`config.mk`:
```
export PLATFORM = sky130hd
export DESIGN_NAME = sstii_divider
export DESIGN_NICKNAME = d
export VERILOG_FILES = /design/src/design/sstii_pkg.sv /design/src/design/sstii_divider.sv
export SDC_FILE = /design/constraint.sdc
export NUM_CORES = 1
export LEC_CHECK = 0
export BUFFER_PORTS_ARGS = -buffer_cell sky130_fd_sc_hd__buf_2
export CORE_ASPECT_RATIO = 1.1
export CORE_MARGIN = 5
export CORE_UTILIZATION = 40
export DETAILED_ROUTE_END_ITERATION = 10
export GPL_TIMING_DRIVEN = 0
export RECOVER_POWER = 50
export SLEW_MARGIN = 40
export SYNTH_ARGS = -nofsm -noshare
export SYNTH_HDL_FRONTEND = slang
export SYNTH_SLANG_ARGS = --single-unit
```
`constraint.sdc`:
```
create_clock -name clk -period 3 [get_ports clk]
set_input_delay 0 -clock clk [delete_from_list [all_inputs] [get_ports clk]]
set_output_delay 0 -clock clk [all_outputs]
set_load 0.005 [all_outputs]
```
`src/design/sstii_pkg.sv`:
```
// Shared widths, register codes and types for the subsampled integral image block.
package sstii_pkg;

    localparam int MAX_WIDTH  = 256;
    localparam int MAX_HEIGHT = 256;
    localparam int MAX_STEP   = 8;

    localparam int LUMA_W    = 8;
    localparam int COL_W     = 8;
    localparam int ROW_W     = 8;
    localparam int LSUM_W    = 24;
    localparam int GCNT_W    = 17;
    localparam int RLACC_W   = 16;
    localparam int RGACC_W   = 9;
    localparam int WCOL_W    = 11;
    localparam int STEP_W    = 4;
    localparam int DIM_W     = 9;
    localparam int CFG_IDX_W = 2;
    localparam int CNT_W     = $clog2(WCOL_W + 1);
    localparam int STORE_W   = LSUM_W + GCNT_W;

    localparam int IN_DATA_W   = 8;
    localparam int IN_USER_W   = 2;
    localparam int OUT_FIELD_W = COL_W + ROW_W + LSUM_W + GCNT_W;
    localparam int OUT_DATA_W  = ((OUT_FIELD_W + 7) / 8) * 8;
    localparam int OUT_PAD_W   = OUT_DATA_W - OUT_FIELD_W;

    localparam logic [CFG_IDX_W-1:0] CFG_SAMPLE_STEP = 2'd0;
    localparam logic [CFG_IDX_W-1:0] CFG_OUT_WIDTH   = 2'd1;
    localparam logic [CFG_IDX_W-1:0] CFG_OUT_HEIGHT  = 2'd2;

    localparam logic [STEP_W-1:0] RST_STEP   = 4'd1;
    localparam logic [DIM_W-1:0]  RST_WIDTH  = 9'd160;
    localparam logic [DIM_W-1:0]  RST_HEIGHT = 9'd120;

    // One kept sample on its way from the scan counters to the line store
    typedef struct packed {
        logic [WCOL_W-1:0]  col;
        logic [ROW_W-1:0]   row;
        logic [RLACC_W-1:0] luma_acc;
        logic [RGACC_W-1:0] green_acc;
        logic               use_prev;
        logic               last;
    } sample_t;

    typedef struct packed {
        logic busy;
        logic done;
    } div_status_t;

endpackage

```
`src/design/sstii_divider.sv`:
```
// Restoring divider that rebuilds the column quotient and phase after a step change.
module sstii_divider #(
    parameter int DIVISOR_W = 4
) (
    input  logic                          clk,
    input  logic                          rst_n,
    input  logic                          start,
    input  logic [sstii_pkg::WCOL_W-1:0]  dividend,
    input  logic [DIVISOR_W-1:0]          divisor,
    output logic [sstii_pkg::WCOL_W-1:0]  quotient,
    output logic [DIVISOR_W-1:0]          remainder,
    output sstii_pkg::div_status_t        status
);
    import sstii_pkg::*;

    logic [WCOL_W-1:0]    quo_reg;
    logic [DIVISOR_W-1:0] rem_reg;
    logic [DIVISOR_W-1:0] dvs_reg;
    logic [CNT_W-1:0]     cnt_reg;
    logic                 busy_reg;
    logic                 done_reg;

    logic [DIVISOR_W:0]   rem_shift;
    logic                 fits;
    logic [DIVISOR_W:0]   rem_sub;

    always_comb
    begin
        rem_shift = {rem_reg, quo_reg[WCOL_W-1]};
        fits      = rem_shift >= {1'b0, dvs_reg};
        rem_sub   = fits ? (rem_shift - {1'b0, dvs_reg}) : rem_shift;
    end

    always_ff @(posedge clk or negedge rst_n)
    begin
        if (!rst_n)
        begin
            cnt_reg  <= '0;
            busy_reg <= 1'b0;
            done_reg <= 1'b0;
        end
        else if (start)
        begin
            cnt_reg  <= CNT_W'(WCOL_W);
            busy_reg <= 1'b1;
            done_reg <= 1'b0;
        end
        else if (busy_reg)
        begin
            cnt_reg <= cnt_reg - CNT_W'(1);
            if (cnt_reg == CNT_W'(1))
            begin
                busy_reg <= 1'b0;
                done_reg <= 1'b1;
            end
        end
        else
        begin
            done_reg <= 1'b0;
        end
    end

    // One quotient bit per cycle, MSB first
    always_ff @(posedge clk)
    begin
        if (start)
        begin
            quo_reg <= dividend;
            rem_reg <= '0;
            dvs_reg <= divisor;
        end
        else if (busy_reg)
        begin
            quo_reg <= {quo_reg[WCOL_W-2:0], fits};
            rem_reg <= rem_sub[DIVISOR_W-1:0];
        end
    end

    assign quotient    = quo_reg;
    assign remainder   = rem_reg;
    assign status.busy = busy_reg;
    assign status.done = done_reg;

endmodule

```
* Yosys cells after proc, flatten, opt, wreduce, memory -nomap -nowiden *
Index checks and enable logic that the tools add are counted.
W data, S select, Z words.

storage, ports and cells
  bits in writable memories = 0
  memories kept = 0
  latch bits = 0
  input port bits = 18
  word-level logic and storage cells = 23
  output and inout bits = 17
  register bits = 25
  ROM bits = 0

cells by class
  $lt $le $gt $ge = 1
  $mul = 0
  equality and inequality tests = 2
  reduce and logical (&&, ||, !) cells = 1
  add/sub/neg operators = 2
  shifts and indexed selects = 0
  bitwise gates (word level) = 0
  multiplexer cells = 11
  divide/modulo/power cells = 0

operators by type and width
  kind                   number
  $mux W11               2
  $mux W4                3
  $mux W1                6
  $ge A5 B4 Y1           1
  $eq A4 B1 Y1 const B   1
  $sub A4 B1 Y4 const B  1
  $sub A4 B4 Y4          1
  $ne A3 B2 Y1 const B   1
  $reduce_bool A2 Y1     1

* Logic depth before layout (Yosys ltp) *
  depth after elaboration = 4
  mapped depth = 6
  depth with buffers taken out = 6

* Worst setup path after synthesis *
OpenSTA, ideal clock, no wires.

  path type = register to register
  start = register dvs_reg[1]
  end = register quo_reg[0], in the netlist quotient[0], data pin
  required time = 2.740 ns
  period minus slack after synthesis = 1.813 ns
  slack = 1.187 ns
  cell stages (with the launch flop) = 7
  library setup time = 0.260 ns
  buffers on the path = 0
  arrival = 1.553 ns
  path through = edfxtp_1 -> inv_1 -> ha_1 -> nor2b_1 -> o221a_4 -> or2_4 -> mux2_2

on the way
  cells in the longest elaborated chain, start to end = 3

RTL lines
  element                 line                 RTL
  from (decl)             sstii_divider.sv:18  logic [DIVISOR_W-1:0] dvs_reg;
  from (signal assigned)  sstii_divider.sv:70  dvs_reg <= divisor;
  $ge A5 B4 Y1            sstii_divider.sv:30  fits = rem_shift >= {1'b0, dvs_reg};
  $mux W11                sstii_divider.sv:72  else if (busy_reg)
  $mux W11                sstii_divider.sv:66  if (start)
  to (signal assigned)    sstii_divider.sv:68  quo_reg <= dividend;
  to (signal assigned)    sstii_divider.sv:74  quo_reg <= {quo_reg[WCOL_W-2:0], fits};
  to (decl)               sstii_divider.sv:16  logic [WCOL_W-1:0] quo_reg;

No other way between the ends. The select of a mux whose other input is x is not followed.
A chain may end at the register's enable or synchronous reset.

* Worst setup path in the final report *
Ends and elaborated chain as after synthesis.

==> results.tsv <==
metric	value	unit
setup_tns	0	ns
die_area	0.00432	sq mm
fin_crit_sh	0.634	
path_delay_family	flip-flops	
cp.required	3.08	ns
yosysWarnings	0	
end_kind	register	
hold_class	primary input to async pin	
rsz0062_at_grt	no	
num_io_pins	35	
setup_viol	0	
syn_nets	123	
dr.pass1.iters	4	
synth_edf_count	15	
insertedDiodeCount	0	
drt_wl_total	2510	um
grt_pass1_wl	4210	um
std_cell_rows	21	
clock_latency	0.31	ns
cp.arrival	1.98	ns
critPathMaxFanout	5	
ant_nets	0	
clock_skew	0.00229	ns
worstRegToRegCells	6	
cts-root-buf	clkbuf_4	
synth_top_area_cell	edfxtp_1	
grt.total_usage	0.124	
worstMarginPinSlew	0.523	ns
die-height	68.5	um
critPathKind	register to register	
grt_max_degree	14	
clock.fmax	526	MHz
clk_pin_slew	0.13	ns
status	finished clean	
clk_path_buf_depth	2	
cts_tree	yes	
fin_crit	1.90	ns
drc_errors	0	
drive_gt1_frac	0.303	
worst-path-buf-inv	1	
vdd_ir_drop_max	0.000310	V
async_flop_share	0.240	
die_x	63.1	um
cts_sinks	25	
crit_slowest_cell	edfxtp_1	
largest_reg_flops	11	
hold_ws	0.0707	ns
ys_seq_area_frac	0.548	
max-slew-margin-rel	0.651	
antenna_found_initial	0	
cts_resized	0	
yosysMostFrequentCell	edfxtp_1	
synth.top_cells.by_count	15 x edfxtp_1, 11 x mux2_2, 8 x inv_1, 6 x dfrtp_1, 6 x ha_1	
ys_ff_latch	25	
synthFlopType	edfxtp_1	
maxCapViolCount	0	
dp.cells	166	
place_congestion	0.751	
synth_top_cell_area_share	0.363	
path_cells	inv_1 > ha_1 > nor2b_1 > o221a_4 > or2_4 > mux2_2	
place_hpwl	1850	um
power_leakage	0.000703	uW
hold_viol	0	
start_util	0.411	
netlist_area	0.00124	sq mm
max_stage_delay	0.44	ns
power_density	571	mW/mm^2
via_count	909	
slew_violations	0	
cts_buffers	3	
fin_cells	186	
io_buffer_count	34	
ys_types	32	
design_power_total	932	uW
core	0.00302	sq mm
grt_pass1_vias	948	
first_iter_violations	35	
startpoint_type	register	
synth_area_per_cell	12.7	sq um
viasPerCell	4.89	
fin_nets	178	
cts_max_level	1	
path_depth	6	
areaGrowthSynthToFinish	31.2	%
synth_area_leaders	edfxtp_1 36%, dfrtp_1 12%, mux2_2 10%	
overflow	0	
wl_per_cell	13.5	um
synth_cells	98	
worst paths after layout:
kind,start,end,slack [ns]
setup / recovery,dvs_reg[1]$_DFFE_PP_,quotient[0]$_DFFE_PP_,1.10
hold / removal,rst_n,cnt_reg[0]$_DFFE_PN0P_,0.07
setup reg to reg,dvs_reg[1]$_DFFE_PP_,quotient[0]$_DFFE_PP_,1.10
hold reg to reg,remainder[3]$_SDFFE_PP0P_,remainder[3]$_SDFFE_PP0P_,0.50
max in group asynchronous,rst_n,cnt_reg[1]$_DFFE_PN0P_,2.69
min in group clk,start,dvs_reg[2]$_DFFE_PP_,0.10
layout by cell type, fill, tap and decap left out, types with 2 or more instances in the layout:
cell / instances
a311oi_1: 2
buf_2: 25
buf_4: 2
clkbuf_1: 12
clkbuf_4: 3
dfrtp_1: 6
dfxtp_1: 4
dlygate4sd3_1: 16
edfxtp_1: 15
ha_1: 6
inv_1: 8
mux2_2: 11
nand2_1: 5
nand2b_1: 3
nor2_1: 4
nor2b_1: 3
nor4b_1: 3
o21ai_0: 3
o21bai_1: 2
o22ai_1: 2
xnor2_1: 2
xor2_1: 2
layer usage:
layer	track usage	vias up	wire, um
met5	0	-	0
met4	0.0318	0	23
met3	0.0296	4	100
met2	0.240	17	1390
met1	0.135	432	991
li1	-	456	-
report_power, final:
group | switching [uW] | total [uW] | internal [uW]
registers | 41.9 | 471 | 429
logic | 146 | 314 | 168
clock network | 95.1 | 147 | 51.9
total | 283 | 932 | 649
cell families (layout without fill, tap and decap cells):
kind of cell               after synthesis  in the layout  synth area share
adders and majority gates                7              7            0.0765
xor gates and xnor gates                 4              4            0.0282
muxes                                   11             11            0.0997
DFF                                     25             25             0.548
and+or+nand+nor                         24             24             0.114
buffers and inverters                   13             67            0.0453
AOI/OAI and AO/OA                       14             14            0.0886
repair_timing:
item | CTS | global route
hold buffers | 16 | 0
buffers inserted | 0 | 0
endpoints found under the hold margin | 21 | 0
final cells by class:
type	instances	area (sq um)
flip-flops and latches	25	681
plain buffers	5	26.3
well taps	34	42.5
inverters	8	30.0
fillers	256	1390
multi-input cells	60	505
repair buffers	50	319
clock buffers	4	26.3
through the flow:
step | util | area, sq um | worst slack (ns)
after CTS | 0.543 | 1640 | 1.09
after detailed placement | 0.482 | 1460 | 1.10
after global placement | 0.482 | 1460 | 1.13
after global routing | 0.540 | 1630 | 1.04
after floorplan | - | 1240 | 1.19
final | 0.540 | 1630 | 1.10
Power figures use the tool's default switching activity.
