### src/design/sstii_pkg.sv
// Shared widths, register codes and types for the subsampled integral image block.
package sstii_pkg;

    localparam int MAX_WIDTH  = 256;
    localparam int MAX_HEIGHT = 256;
    localparam int MAX_STEP   = 8;

    localparam int LUMA_W    = 8;
    localparam int COL_W     = 8;
    localparam int ROW_W     = 8;
    localparam int LSUM_W    = 24;
    localparam int GCNT_W    = 17;
    localparam int RLACC_W   = 16;
    localparam int RGACC_W   = 9;
    localparam int WCOL_W    = 11;
    localparam int STEP_W    = 4;
    localparam int DIM_W     = 9;
    localparam int CFG_IDX_W = 2;
    localparam int CNT_W     = $clog2(WCOL_W + 1);
    localparam int STORE_W   = LSUM_W + GCNT_W;

    localparam int IN_DATA_W   = 8;
    localparam int IN_USER_W   = 2;
    localparam int OUT_FIELD_W = COL_W + ROW_W + LSUM_W + GCNT_W;
    localparam int OUT_DATA_W  = ((OUT_FIELD_W + 7) / 8) * 8;
    localparam int OUT_PAD_W   = OUT_DATA_W - OUT_FIELD_W;

    localparam logic [CFG_IDX_W-1:0] CFG_SAMPLE_STEP = 2'd0;
    localparam logic [CFG_IDX_W-1:0] CFG_OUT_WIDTH   = 2'd1;
    localparam logic [CFG_IDX_W-1:0] CFG_OUT_HEIGHT  = 2'd2;

    localparam logic [STEP_W-1:0] RST_STEP   = 4'd1;
    localparam logic [DIM_W-1:0]  RST_WIDTH  = 9'd160;
    localparam logic [DIM_W-1:0]  RST_HEIGHT = 9'd120;

    // One kept sample on its way from the scan counters to the line store
    typedef struct packed {
        logic [WCOL_W-1:0]  col;
        logic [ROW_W-1:0]   row;
        logic [RLACC_W-1:0] luma_acc;
        logic [RGACC_W-1:0] green_acc;
        logic               use_prev;
        logic               last;
    } sample_t;

    typedef struct packed {
        logic busy;
        logic done;
    } div_status_t;

endpackage

### src/design/sstii_scan.sv
// Scan counters: word column, line phase, output row and the row accumulators.
module sstii_scan (
    input  logic                                                        clk,
    input  logic                                                        rst_n,
    input  logic                                                        accept,
    input  logic                                                        frame_start,
    input  logic [sstii_pkg::LUMA_W-1:0]                                luma,
    input  logic                                                        is_green,
    input  logic [$clog2(sstii_pkg::MAX_STEP+1)-1:0]                    step_eff,
    input  logic [$clog2(sstii_pkg::MAX_WIDTH+1)-1:0]                   width_eff,
    input  logic [$clog2(sstii_pkg::MAX_HEIGHT+1)-1:0]                  height_eff,
    input  logic [$clog2(sstii_pkg::MAX_WIDTH*sstii_pkg::MAX_STEP+1)-1:0] line_words,
    input  logic                                                        div_done,
    input  logic [sstii_pkg::WCOL_W-1:0]                                div_q,
    input  logic [$clog2(sstii_pkg::MAX_STEP+1)-1:0]                    div_r,
    output logic [sstii_pkg::WCOL_W-1:0]                                word_column,
    output logic                                                        keep,
    output sstii_pkg::sample_t                                          sample
);
    import sstii_pkg::*;

    localparam int RW  = (MAX_STEP > 1) ? $clog2(MAX_STEP) : 1;
    localparam int LPW = $clog2(2 * MAX_STEP);
    localparam int OW  = $clog2(MAX_HEIGHT + 1);

    logic [WCOL_W-1:0]  wcol_reg,  wcol_next;
    logic [WCOL_W-1:0]  quo_reg,   quo_next;
    logic [RW-1:0]      rem_reg,   rem_next;
    logic [LPW-1:0]     phase_reg, phase_next;
    logic [OW-1:0]      orow_reg,  orow_next;
    logic [RLACC_W-1:0] lacc_reg,  lacc_next;
    logic [RGACC_W-1:0] gacc_reg,  gacc_next;

    logic [WCOL_W-1:0]  wcol;
    logic [WCOL_W-1:0]  quo;
    logic [RW-1:0]      rem;
    logic [LPW-1:0]     phase;
    logic [OW-1:0]      orow;
    logic [RLACC_W-1:0] lacc;
    logic [RGACC_W-1:0] gacc;
    logic [RLACC_W-1:0] lacc_upd;
    logic [RGACC_W-1:0] gacc_upd;
    logic [WCOL_W-1:0]  wcol_inc;
    logic               kept_line;
    logic               line_end;

    // A frame start clears the counters before its own word is handled
    always_comb
    begin
        wcol  = frame_start ? '0 : wcol_reg;
        quo   = frame_start ? '0 : quo_reg;
        rem   = frame_start ? '0 : rem_reg;
        phase = frame_start ? '0 : phase_reg;
        orow  = frame_start ? '0 : orow_reg;
        lacc  = frame_start ? '0 : lacc_reg;
        gacc  = frame_start ? '0 : gacc_reg;

        kept_line = (phase == '0) && (32'(orow) < 32'(height_eff));
        keep      = kept_line && (32'(wcol) < 32'(line_words)) && (rem == '0);
        lacc_upd  = (keep && !is_green) ? (lacc + RLACC_W'(luma)) : lacc;
        gacc_upd  = (keep && is_green) ? (gacc + RGACC_W'(1)) : gacc;
        wcol_inc  = wcol + WCOL_W'(1);
        line_end  = 32'(wcol_inc) >= 32'(line_words);

        sample.col       = quo;
        sample.row       = ROW_W'(orow);
        sample.luma_acc  = lacc_upd;
        sample.green_acc = gacc_upd;
        sample.use_prev  = orow != '0;
        sample.last      = (32'(quo) == 32'(width_eff) - 1)
                        && (32'(orow) == 32'(height_eff) - 1);
    end

    always_comb
    begin
        wcol_next  = wcol_reg;
        quo_next   = quo_reg;
        rem_next   = rem_reg;
        phase_next = phase_reg;
        orow_next  = orow_reg;
        lacc_next  = lacc_reg;
        gacc_next  = gacc_reg;
        if (div_done)
        begin
            quo_next = div_q;
            rem_next = RW'(div_r);
        end
        else if (accept)
        begin
            wcol_next  = wcol_inc;
            quo_next   = quo;
            rem_next   = rem;
            phase_next = phase;
            orow_next  = orow;
            lacc_next  = lacc_upd;
            gacc_next  = gacc_upd;
            if (line_end)
            begin
                wcol_next = '0;
                quo_next  = '0;
                rem_next  = '0;
                lacc_next = '0;
                gacc_next = '0;
                orow_next = orow + OW'(kept_line);
                if (32'(phase) + 1 >= 2 * 32'(step_eff))
                    phase_next = '0;
                else
                    phase_next = phase + LPW'(1);
            end
            else if (wcol_inc == '0)
            begin
                // 11-bit column wrap without a line end
                quo_next = '0;
                rem_next = '0;
            end
            else if (32'(rem) + 1 == 32'(step_eff))
            begin
                quo_next = quo + WCOL_W'(1);
                rem_next = '0;
            end
            else
            begin
                rem_next = rem + RW'(1);
            end
        end
    end

    always_ff @(posedge clk or negedge rst_n)
    begin
        if (!rst_n)
        begin
            wcol_reg  <= '0;
            quo_reg   <= '0;
            rem_reg   <= '0;
            phase_reg <= '0;
            orow_reg  <= '0;
            lacc_reg  <= '0;
            gacc_reg  <= '0;
        end
        else
        begin
            wcol_reg  <= wcol_next;
            quo_reg   <= quo_next;
            rem_reg   <= rem_next;
            phase_reg <= phase_next;
            orow_reg  <= orow_next;
            lacc_reg  <= lacc_next;
            gacc_reg  <= gacc_next;
        end
    end

    assign word_column = wcol_reg;

endmodule

### config.mk
export PLATFORM = sky130hd
export DESIGN_NAME = sstii_scan
export DESIGN_NICKNAME = d
export VERILOG_FILES = /design/src/design/sstii_pkg.sv /design/src/design/sstii_scan.sv
export SDC_FILE = /design/constraint.sdc
export NUM_CORES = 1
export LEC_CHECK = 0
export ABC_CLOCK_PERIOD_IN_PS = 10000
export BUFFER_PORTS_ARGS = -buffer_cell sky130_fd_sc_hd__buf_2
export CORE_MARGIN = 2
export CORE_UTILIZATION = 25
export CTS_CLUSTER_DIAMETER = 150
export DETAILED_ROUTE_END_ITERATION = 10
export HOLD_SLACK_MARGIN = 0.02
export PLACE_DENSITY_LB_ADDON = 0.1
export SYNTH_ARGS = -nofsm -noshare
export SYNTH_HDL_FRONTEND = slang
export SYNTH_SLANG_ARGS = --single-unit
### constraint.sdc
create_clock -name clk -period 10 [get_ports clk]
set_input_delay 1 -clock clk [delete_from_list [all_inputs] [get_ports clk]]
set_output_delay 1 -clock clk [all_outputs]
set_load 0.05 [all_outputs]
# After elaboration in Yosys (flattened, before gate mapping)
# Index checks and enable logic that the tools add are counted.
[totals]
ff_bits = 63
inputBits = 63
elab_cells = 64
[op_classes]
addsub = 11
n_lt_le_gt_ge = 4
n_eq_ne = 3
n_mux = 25
bitwise_logic = 1
reduce_logical = 13
[ops]
columns = ["operator", "n"]
rows = [
  ["$mux 11", 8],
  ["$mux 16", 3],
  ["$mux 9", 5],
  ["$eq 11x32->1", 1],
  ["$eq 9x32->1", 1],
  ["$add 11x1->11 const B", 2],
  ["$sub 9x1->10 const B", 2],
  ["$mux 3", 6],
  ["$add 16x8->16", 1],
  ["$ge 11x12->1", 1],
  ["$lt 11x12->1", 1],
  ["$mux 4", 3],
  ["$logic_not 11->1", 1],
  ["$add 9x1->9", 1],
  ["$add 9x1->9 const B", 1],
  ["$lt 9x9->1", 1],
  ["$reduce_bool 9->1", 1],
  ["$logic_and 1x1->1", 6],
  ["$add 4x1->5 const B", 1],
  ["$ge 5x5->1", 1],
  ["$add 3x1->4 const B", 1],
  ["$add 4x1->4 const B", 1],
  ["$eq 4x4->1", 1],
  ["$logic_not 4->1", 1],
  ["6 further kinds", 6],
]

# Depth between registers and ports, before layout
# Gate-level depths: netlist of the first run.
[logic_depth]
depth_word = 8
depth_mapped = 22

# Least setup slack after synthesis of the first run
# No wires, ideal clock.
[synth_path]
kind = "input-to-output"
startpoint = "input port frame_start"
endpoint = "output port sample[22] in the netlist's numbering"
arrival_ps = 4840
required_time_ps = 9000
path_slack_ps = 4160
path_stages = 13
n_path_buf = 5
cell_sequence = "buf_6 > buf_6 > buf_4 > buf_2 > nor2b_1 > ha_1 > a21oi_1 > o221ai_1 > a31oi_1 > nand3_1 > buf_2 > or4_1 > a21oi_1"
[synth_lines]
columns = ["item", "line", "text"]
rows = [
  ["start: declaration", "sstii_scan.sv:6", "input logic frame_start,"],
  ["end: declaration", "sstii_scan.sv:18", "output sstii_pkg::sample_t sample"],
]

==> impl_results.md, run 1 <==
- VDD IR max: 72.1 µV
- RSZ-0062 raised after global routing: no
- CORE AREA: 24500 µm²
- Nets@finish: 982
- Inserted Diodes: 0
- DR vias: 5873
- Slowest stage delay, CP: 0.70 ns
- Yosys warns: 0
- Post-Synthesis Cells: 770
- Final hold slack: 0.468 ns
- Sequential cell area fraction in the yosys report: 25.2%
- MaxCap Viol Count: 0
- DP HPWL: 14.2 mm
- RePlAce Congestion: 0.755
- Worst-case clock buffer depth: 2
- Slew Viols, Final: 0
- Ys async rst share: 100%
- Vias in the first global route: 5773
- Initial antenna violation count: 0
- Clock transition at path regs: 0.05 ns
- Pre-antenna DRT Iters: 4
- Vias per cell: 4.91
- Commonest non-fill, non-tap cell in the layout: buf_2
- Worst Skew: 0.00793 ns
- Crit share post-route: 61.0%
- Post-CTS sizing: 0
- All-Layer GR Usage: 14.8%
- Iter 0 DRT Violations: 296
- Synthesized Nets: 886
- Setup TNS: 0 ns
- Fillers: 2621
- Post-Syn Area: 6250 µm²
- Critical Path End Type: primary output
- CTS tree: done
- Relative slew slack: 32.8%
- Crit path cell chain: buf_4 > buf_4 > nor2b_1 > ha_1 > nor2b_1 > o21ai_0 > a32oi_1 > a31oi_1 > buf_4 > nand3_1 > or4_1 > a21oi_1 > buf_2
- Startpoint Class: primary input
- Fin. Hold Viols: 0
- HP Class: reg2reg
- EDFF count, synth: 0
- First-pass GRT wire length: 31.3 mm
- Largest delay share family, worst path: simple AND/OR/NAND/NOR gates
- Worst-path fanout max: 56
- Critical Path RT: 9.00 ns
- Final setup viols: 0
- Max reg flops: 16
- Crit path buf inv count: 4
- Post-route antenna net violation count: 0
- Flop-to-flop setup slack: 5.66 ns
- H-tree depth: 3
- Postcts setup bufs: 0
- Worst-Margin Slew: 0.997 ns
- Leak: 0.00350 µW
- Synth unique cells: 70
- Synth Flop Type: dfrtp_1
- DIE AREA: 26300 µm²
- Synthesized area per cell: 8.12 µm²
- Clock root buffer: clkbuf_16
- Number of clock sinks: 63
- Row count: 57
- Top cell by count, worst path: buf_4
- Max Clk Rate: 164 MHz
- Port buffer count: 119
- Status: complete, no violations
- CP arrival: 5.10 ns
- Largest net degree at the start of global routing: 64
- Die height: 162 µm
- Commonest non-fill, non-tap cells in the layout: buf_2, nand2_1, dfrtp_1
- Synth Register Bits: 63
- PwrDens: 121 nW/µm²
- Grt ovf: 0
- Initial cell density of the core: 25.6%
- Worst-Skew Late Latency: 0.34 ns
- Post-CTS Hold Fix Bufs: 0
- WL/cell: 16.2 µm
- # DRC: 0
- Total Wirelength: 19.3 mm
- Critical-path top delay cell: or4_1
- Post-route minimum period: 6.10 ns
- Die width: 162 µm
- Layout area overhead: 18.9%
- IO Pins: 121
- Kind of critical path: in2out
- Share of layout cells above drive strength 1: 19.3%
- Num CTS Buffers: 9
## worst register-to-register path, delay by kind of cell, from the launching register on
family	cells	cell delay, ns
simple gates	4	1.08
buf+inv	1	0.41
fa+ha+maj	2	0.56
flops	1	0.43
compound gates	6	1.73
## area by class of cell
type / instances / area [µm²] / share of cell area (%)
clock buffers: 10 / 239 / 3.21
clock inverters: 6 / 60.1 / 0.807
inverters: 47 / 176 / 2.37
multi-input cells: 619 / 4330 / 58.2
flip-flops and latches: 63 / 1580 / 21.2
well taps: 324 / 405 / 5.45
repair buffers: 126 / 651 / 8.75
## metrics by stage
step           cell area (µm²)  power, µW  utilization [%]  setup WS [ns]  std cells
2_1_floorplan             6250        503                -           4.16        770
3_3_place_gp              7140        584             29.2           3.82       1179
3_5_place_dp              7140        582             29.2           3.83       1179
4_1_cts                   7440        913             30.4           3.82       1195
5_1_grt                   7440        952             30.4           3.52       1195
6_report                  7440        897             30.4           3.90       1195
## synthesized netlist by cell type, types with 7 or more instances
master	instances	area [µm²]
nand2_1	71	267
buf_2	13	65.1
nor4_1	9	56.3
nor2b_1	45	282
ha_1	52	651
o21ai_0	45	225
a22o_1	10	87.6
dfrtp_1	63	1580
mux2i_1	11	110
and3_1	21	131
clkbuf_1	22	82.6
xor2_1	17	149
or3_1	8	50.1
nor2_1	40	150
nor3_1	26	130
nand3_1	23	115
o31ai_1	9	67.6
nand4_1	18	113
a31oi_1	9	56.3
nor3b_1	14	105
a21o_1	7	52.6
xnor2_1	39	342
a21oi_1	37	185
inv_1	45	169
o21a_1	7	52.6
mux2_2	8	90.1
## path summary, 6_finish.rpt
check                                            from                 endpoint  cells past startpoint
hold / removal                lacc_reg[2]$_DFFE_PN0P_  lacc_reg[2]$_DFFE_PN0P_                      1
hold reg to reg               lacc_reg[2]$_DFFE_PN0P_  lacc_reg[2]$_DFFE_PN0P_                      1
min in group asynchronous                       rst_n   quo_reg[3]$_DFFE_PN0P_                      2
setup / recovery                          frame_start               sample[22]                     13
max in group asynchronous                       rst_n  lacc_reg[2]$_DFFE_PN0P_                      2
setup reg to reg           word_column[1]$_DFFE_PN0P_  lacc_reg[5]$_DFFE_PN0P_                     13
## routing by layer
metal / share of wire [%] / vias to the layer above / wire, µm / global-route usage [%]
li1: - / 2986 / - / -
met1: 50 / 2764 / 9680 / 20.8
met2: 45 / 114 / 8760 / 24.0
met3: 3.9 / 9 / 763 / 2.89
met4: 0.69 / 0 / 134 / 2.53
met5: 0 / - / 0 / 0
## logic make-up (layout without fill, tap and decap cells)
| family | after synthesis | in the layout | share of synthesized area (%) |
|---|---|---|---|
| buffers and inverters | 88 | 189 | 6.02 |
| xor gates and xnor gates | 57 | 57 | 8.20 |
| AOI/OAI and AO/OA | 181 | 181 | 19.8 |
| and+or+nand+nor | 309 | 309 | 26.8 |
| muxes | 19 | 19 | 3.20 |
| DFF | 63 | 63 | 25.2 |
| adders and majority gates | 53 | 53 | 10.7 |
## power by group
| part | internal [µW] | switching, µW | total [µW] |
|---|---|---|---|
| Combinational | 96.1 | 179 | 275 |
| Sequential | 276 | 22.9 | 299 |
| Clock | 198 | 125 | 323 |
Note: power is estimated with default switching activity, not from simulation.
==> run 2: changes to the inputs <==
- ABC_AREA: not set -> 1
- ABC_CLOCK_PERIOD_IN_PS: 10000 -> 6300
- clock period: 10 -> 6.3 ns (I/O delays scaled with it)
==> run 2 against run 1 <==
Compared with the run above: utilization is 0.47 points lower; setup slack worse by 2.0 ns; sequential power is 54% higher; clock power is 55% higher; non-clock buffer count is 1 lower; routed wire length is 8.1% higher; critical path type unchanged.
==> impl_results.md, run 2 <==
- Synth Register Bits: 63 (unchanged)
- Top cells by count, synth: nand2_1, inv_1, nor2_1
- Worst-Margin Slew: 0.899 ns (-0.0973 ns)
- Initial antenna violation count: 0 (unchanged)
- Area share of the largest cell type after synthesis: 23.5% (-1.7 points)
- Port buffer count: 119 (unchanged)
- Vias per cell: 4.47 (-9.1%)
- # DRC: 0 (unchanged)
- All-Layer GR Usage: 15.4% (+0.52 points)
- Post-route antenna net violation count: 0 (unchanged)
- Nets@finish: 1237 (+26%)
- Main combinational cell family by area after synthesis: simple AND/OR/NAND/NOR gates
- Sequential cell area fraction in the yosys report: 23.5% (-1.7 points)
- Routed length on met3: 754 µm (-1.2%)
- Post-CTS Hold Fix Bufs: 0 (unchanged)
- Synthesized area per cell: 6.62 µm² (-18%)
- RePlAce Congestion: 0.792 (+4.9%)
- Setup TNS: 0 ns (unchanged)
- Crit path cell chain: buf_2 > inv_4 > nand2_1 > inv_1 > ha_1 > a21oi_1 > o21ai_0 > nor2_1 > nand3b_1 > a21oi_4 > nand3_4 > nand2_1 > and2_1 > buf_2
- Commonest non-fill, non-tap cell in the layout: nand2_1
- Largest cells by area after synthesis: dfrtp_1, nand2_1, ha_1, inv_1, xor2_1
- Launch point of the worst path: frame_start
- Die height: 168 µm (+3.4%)
- Row count: 59 (+3.5%)
- Worst-Skew Late Latency: 0.35 ns (about the same)
- IO Pins: 121 (unchanged)
- Final setup viols: 0 (unchanged)
- Crit share post-route: 69.4%
- Num CTS Buffers: 9 (unchanged)
- Die width: 168 µm (+3.4%)
- Commonest non-fill, non-tap cells in the layout: nand2_1, inv_1, buf_2
- Synthesized Nets: 1127 (+27%)
- Post-route minimum period: 4.37 ns
- Layout area overhead: 17.1%
- VDD IR max: 120 µV (+67%)
- Relative slew slack: 40.1% (+7.2 points)
- DR vias: 6527 (+11%)
- Post-Synth XOR/XNOR Area: 7.19% (-1.0 points)
- Grt ovf: 0 (unchanged)
- Fin. Hold Viols: 0 (unchanged)
- DP HPWL: 15.7 mm (+11%)
- CORE AREA: 26200 µm² (+7.1%)
- Clock root buffer: clkbuf_16
- Vias in the first global route: 6492 (+12%)
- WL/cell: 14.3 µm (-12%)
- Largest net degree at the start of global routing: 64 (unchanged)
- Max reg flops: 16 (unchanged)
- Critical Path End Type: primary output
- Slowest stage delay, CP: 0.50 ns (-0.20 ns)
- Final instance area: 7850 µm² (+5.5%)
- Synth unique cells: 46 (-34%)
- Most numerous cell in the Yosys netlist: nand2_1
- Synth Area in Simple Gates: 37.8% (+11 points)
- Worst Skew: 0.0125 ns (+0.00459 ns)
- EDFF count, synth: 0 (unchanged)
- Clock transition at path regs: 0.07 ns (+0.02 ns)
- Slew Viols, Final: 0 (unchanged)
- Largest delay share family, worst path: buffers and inverters
- Post-Synthesis Cells: 1011 (+31%)
- CP arrival: 3.74 ns (-1.36 ns)
- WL met1: 10.3 mm (+6.0%)
- Kind of critical path: in2out
- Yosys warns: 0 (unchanged)
- HP Class: in2async
- Post-Syn Area: 6700 µm² (+7.1%)
- PwrDens: 184 nW/µm² (+53%)
- Worst-case clock buffer depth: 2 (unchanged)
- Multi-input logic area: 4330 µm² (-0.12%)
- Share of layout cells above drive strength 1: 18.6% (-0.73 points)
- Ys async rst share: 100% (unchanged)
- RR Startpoint: word_column[0]$_DFFE_PN0P_
- Dpl cell area: 7560 µm² (+6.0%)
- Adder-Cell Fraction of Synth Area: 10.0% (-0.71 points)
- Synth area leader: dfrtp_1
- Critical-path top delay cell: inv_4
- Startpoint Class: primary input
- Iter 0 DRT Violations: 366 (+24%)
- Inserted Diodes: 0 (unchanged)
- RSZ-0062 raised after global routing: no
- H-tree depth: 3 (unchanged)
- DIE AREA: 28100 µm² (+6.9%)
- Post-CTS sizing: 0 (unchanged)
- Metal2 WL: 9.61 mm (+9.7%)
- Pre-antenna DRT Iters: 5 (+1)
- Fillers: 2937 (+12%)
- Final Util: 29.9% (-0.47 points)
- Leak: 0.00441 µW (+26%)
- First-pass GRT wire length: 34.2 mm (+9.1%)
- Postcts setup bufs: 0 (unchanged)
- MaxCap Viol Count: 0 (unchanged)
- CTS tree: done
- Crit path buf inv count: 4 (unchanged)
- Max Clk Rate: 229 MHz
- Critical Path RT: 5.67 ns (-3.33 ns)
- Synth Flop Type: dfrtp_1
- Compound-Gate Fraction of Synth Area: 9.55% (-10 points)
- Number of clock sinks: 63 (unchanged)
- Mux contribution to synthesized area: 0% (-3.2 points)
- Highest routed layer: met4
- Total Wirelength: 20.9 mm (+8.1%)
- Sequential cell area: 1580 µm² (unchanged)
- Initial cell density of the core: 25.6% (about the same)
- Worst-path fanout max: 41 (-27%)
- Status: complete, no violations
[run 2: cell count changes after synthesis, sizes merged, moves of 13 or more]
cell and change:
nand2 +244, inv +113, nor2 +55, nand3 +52, nor2b -47, xnor2 -26
xor2 +25, and3 -22, a22oi +13, nor3b -13
[run 2: kinds of logic after synthesis]
kind of cell / count (synthesis)
compound gates: 104
simple gates: 550
flops: 63
fa+ha+maj: 53
buf+inv: 186
xor+xnor: 55
[run 2: metrics by stage]
stage,cells,hold slack (ns),worst slack [ns],power [µW]
6_report,1461,0.471,1.93,1450
5_1_grt,1461,0.505,1.55,1550
4_1_cts,1461,0.483,1.77,1480
3_5_place_dp,1445,0.465,1.65,960
3_3_place_gp,1445,0.464,1.64,962
2_1_floorplan,1011,0.334,2.15,834
[run 2: power breakdown]
group          leakage (µW)  internal, µW  switching, µW
Sequential         0.000844           437           22.7
Combinational       0.00343           142            346
Clock              0.000135           279            221
[run 2: cell type report]
| cell class | count | area share, % |
|---|---|---|
| multi-input cells | 762 | 55.1 |
| flip-flops and latches | 63 | 20.1 |
| inverters | 160 | 7.69 |
| clock buffers | 10 | 3.05 |
| clock inverters | 6 | 0.542 |
| well taps | 335 | 5.34 |
| repair buffers | 125 | 8.16 |
[run 2: worst paths after layout]
path	end	slack, ns	cells past startpoint
min in group clk	quo_reg[10]$_DFFE_PN0P_	0.48	2
setup reg to reg	lacc_reg[6]$_DFFE_PN0P_	2.38	19
setup / recovery	sample[18]	1.93	14
hold reg to reg	quo_reg[10]$_DFFE_PN0P_	0.48	2
max in group asynchronous	lacc_reg[7]$_DFFE_PN0P_	5.22	2
hold / removal	rem_reg[0]$_DFFE_PN0P_	0.47	2
[run 2: routing by layer]
| metal | vias to the layer above | GRT usage (%) |
|---|---|---|
| met5 | - | 0 |
| met4 | 0 | 3.52 |
| met3 | 17 | 2.95 |
| met2 | 136 | 25.9 |
| met1 | 2949 | 20.4 |
| li1 | 3425 | - |
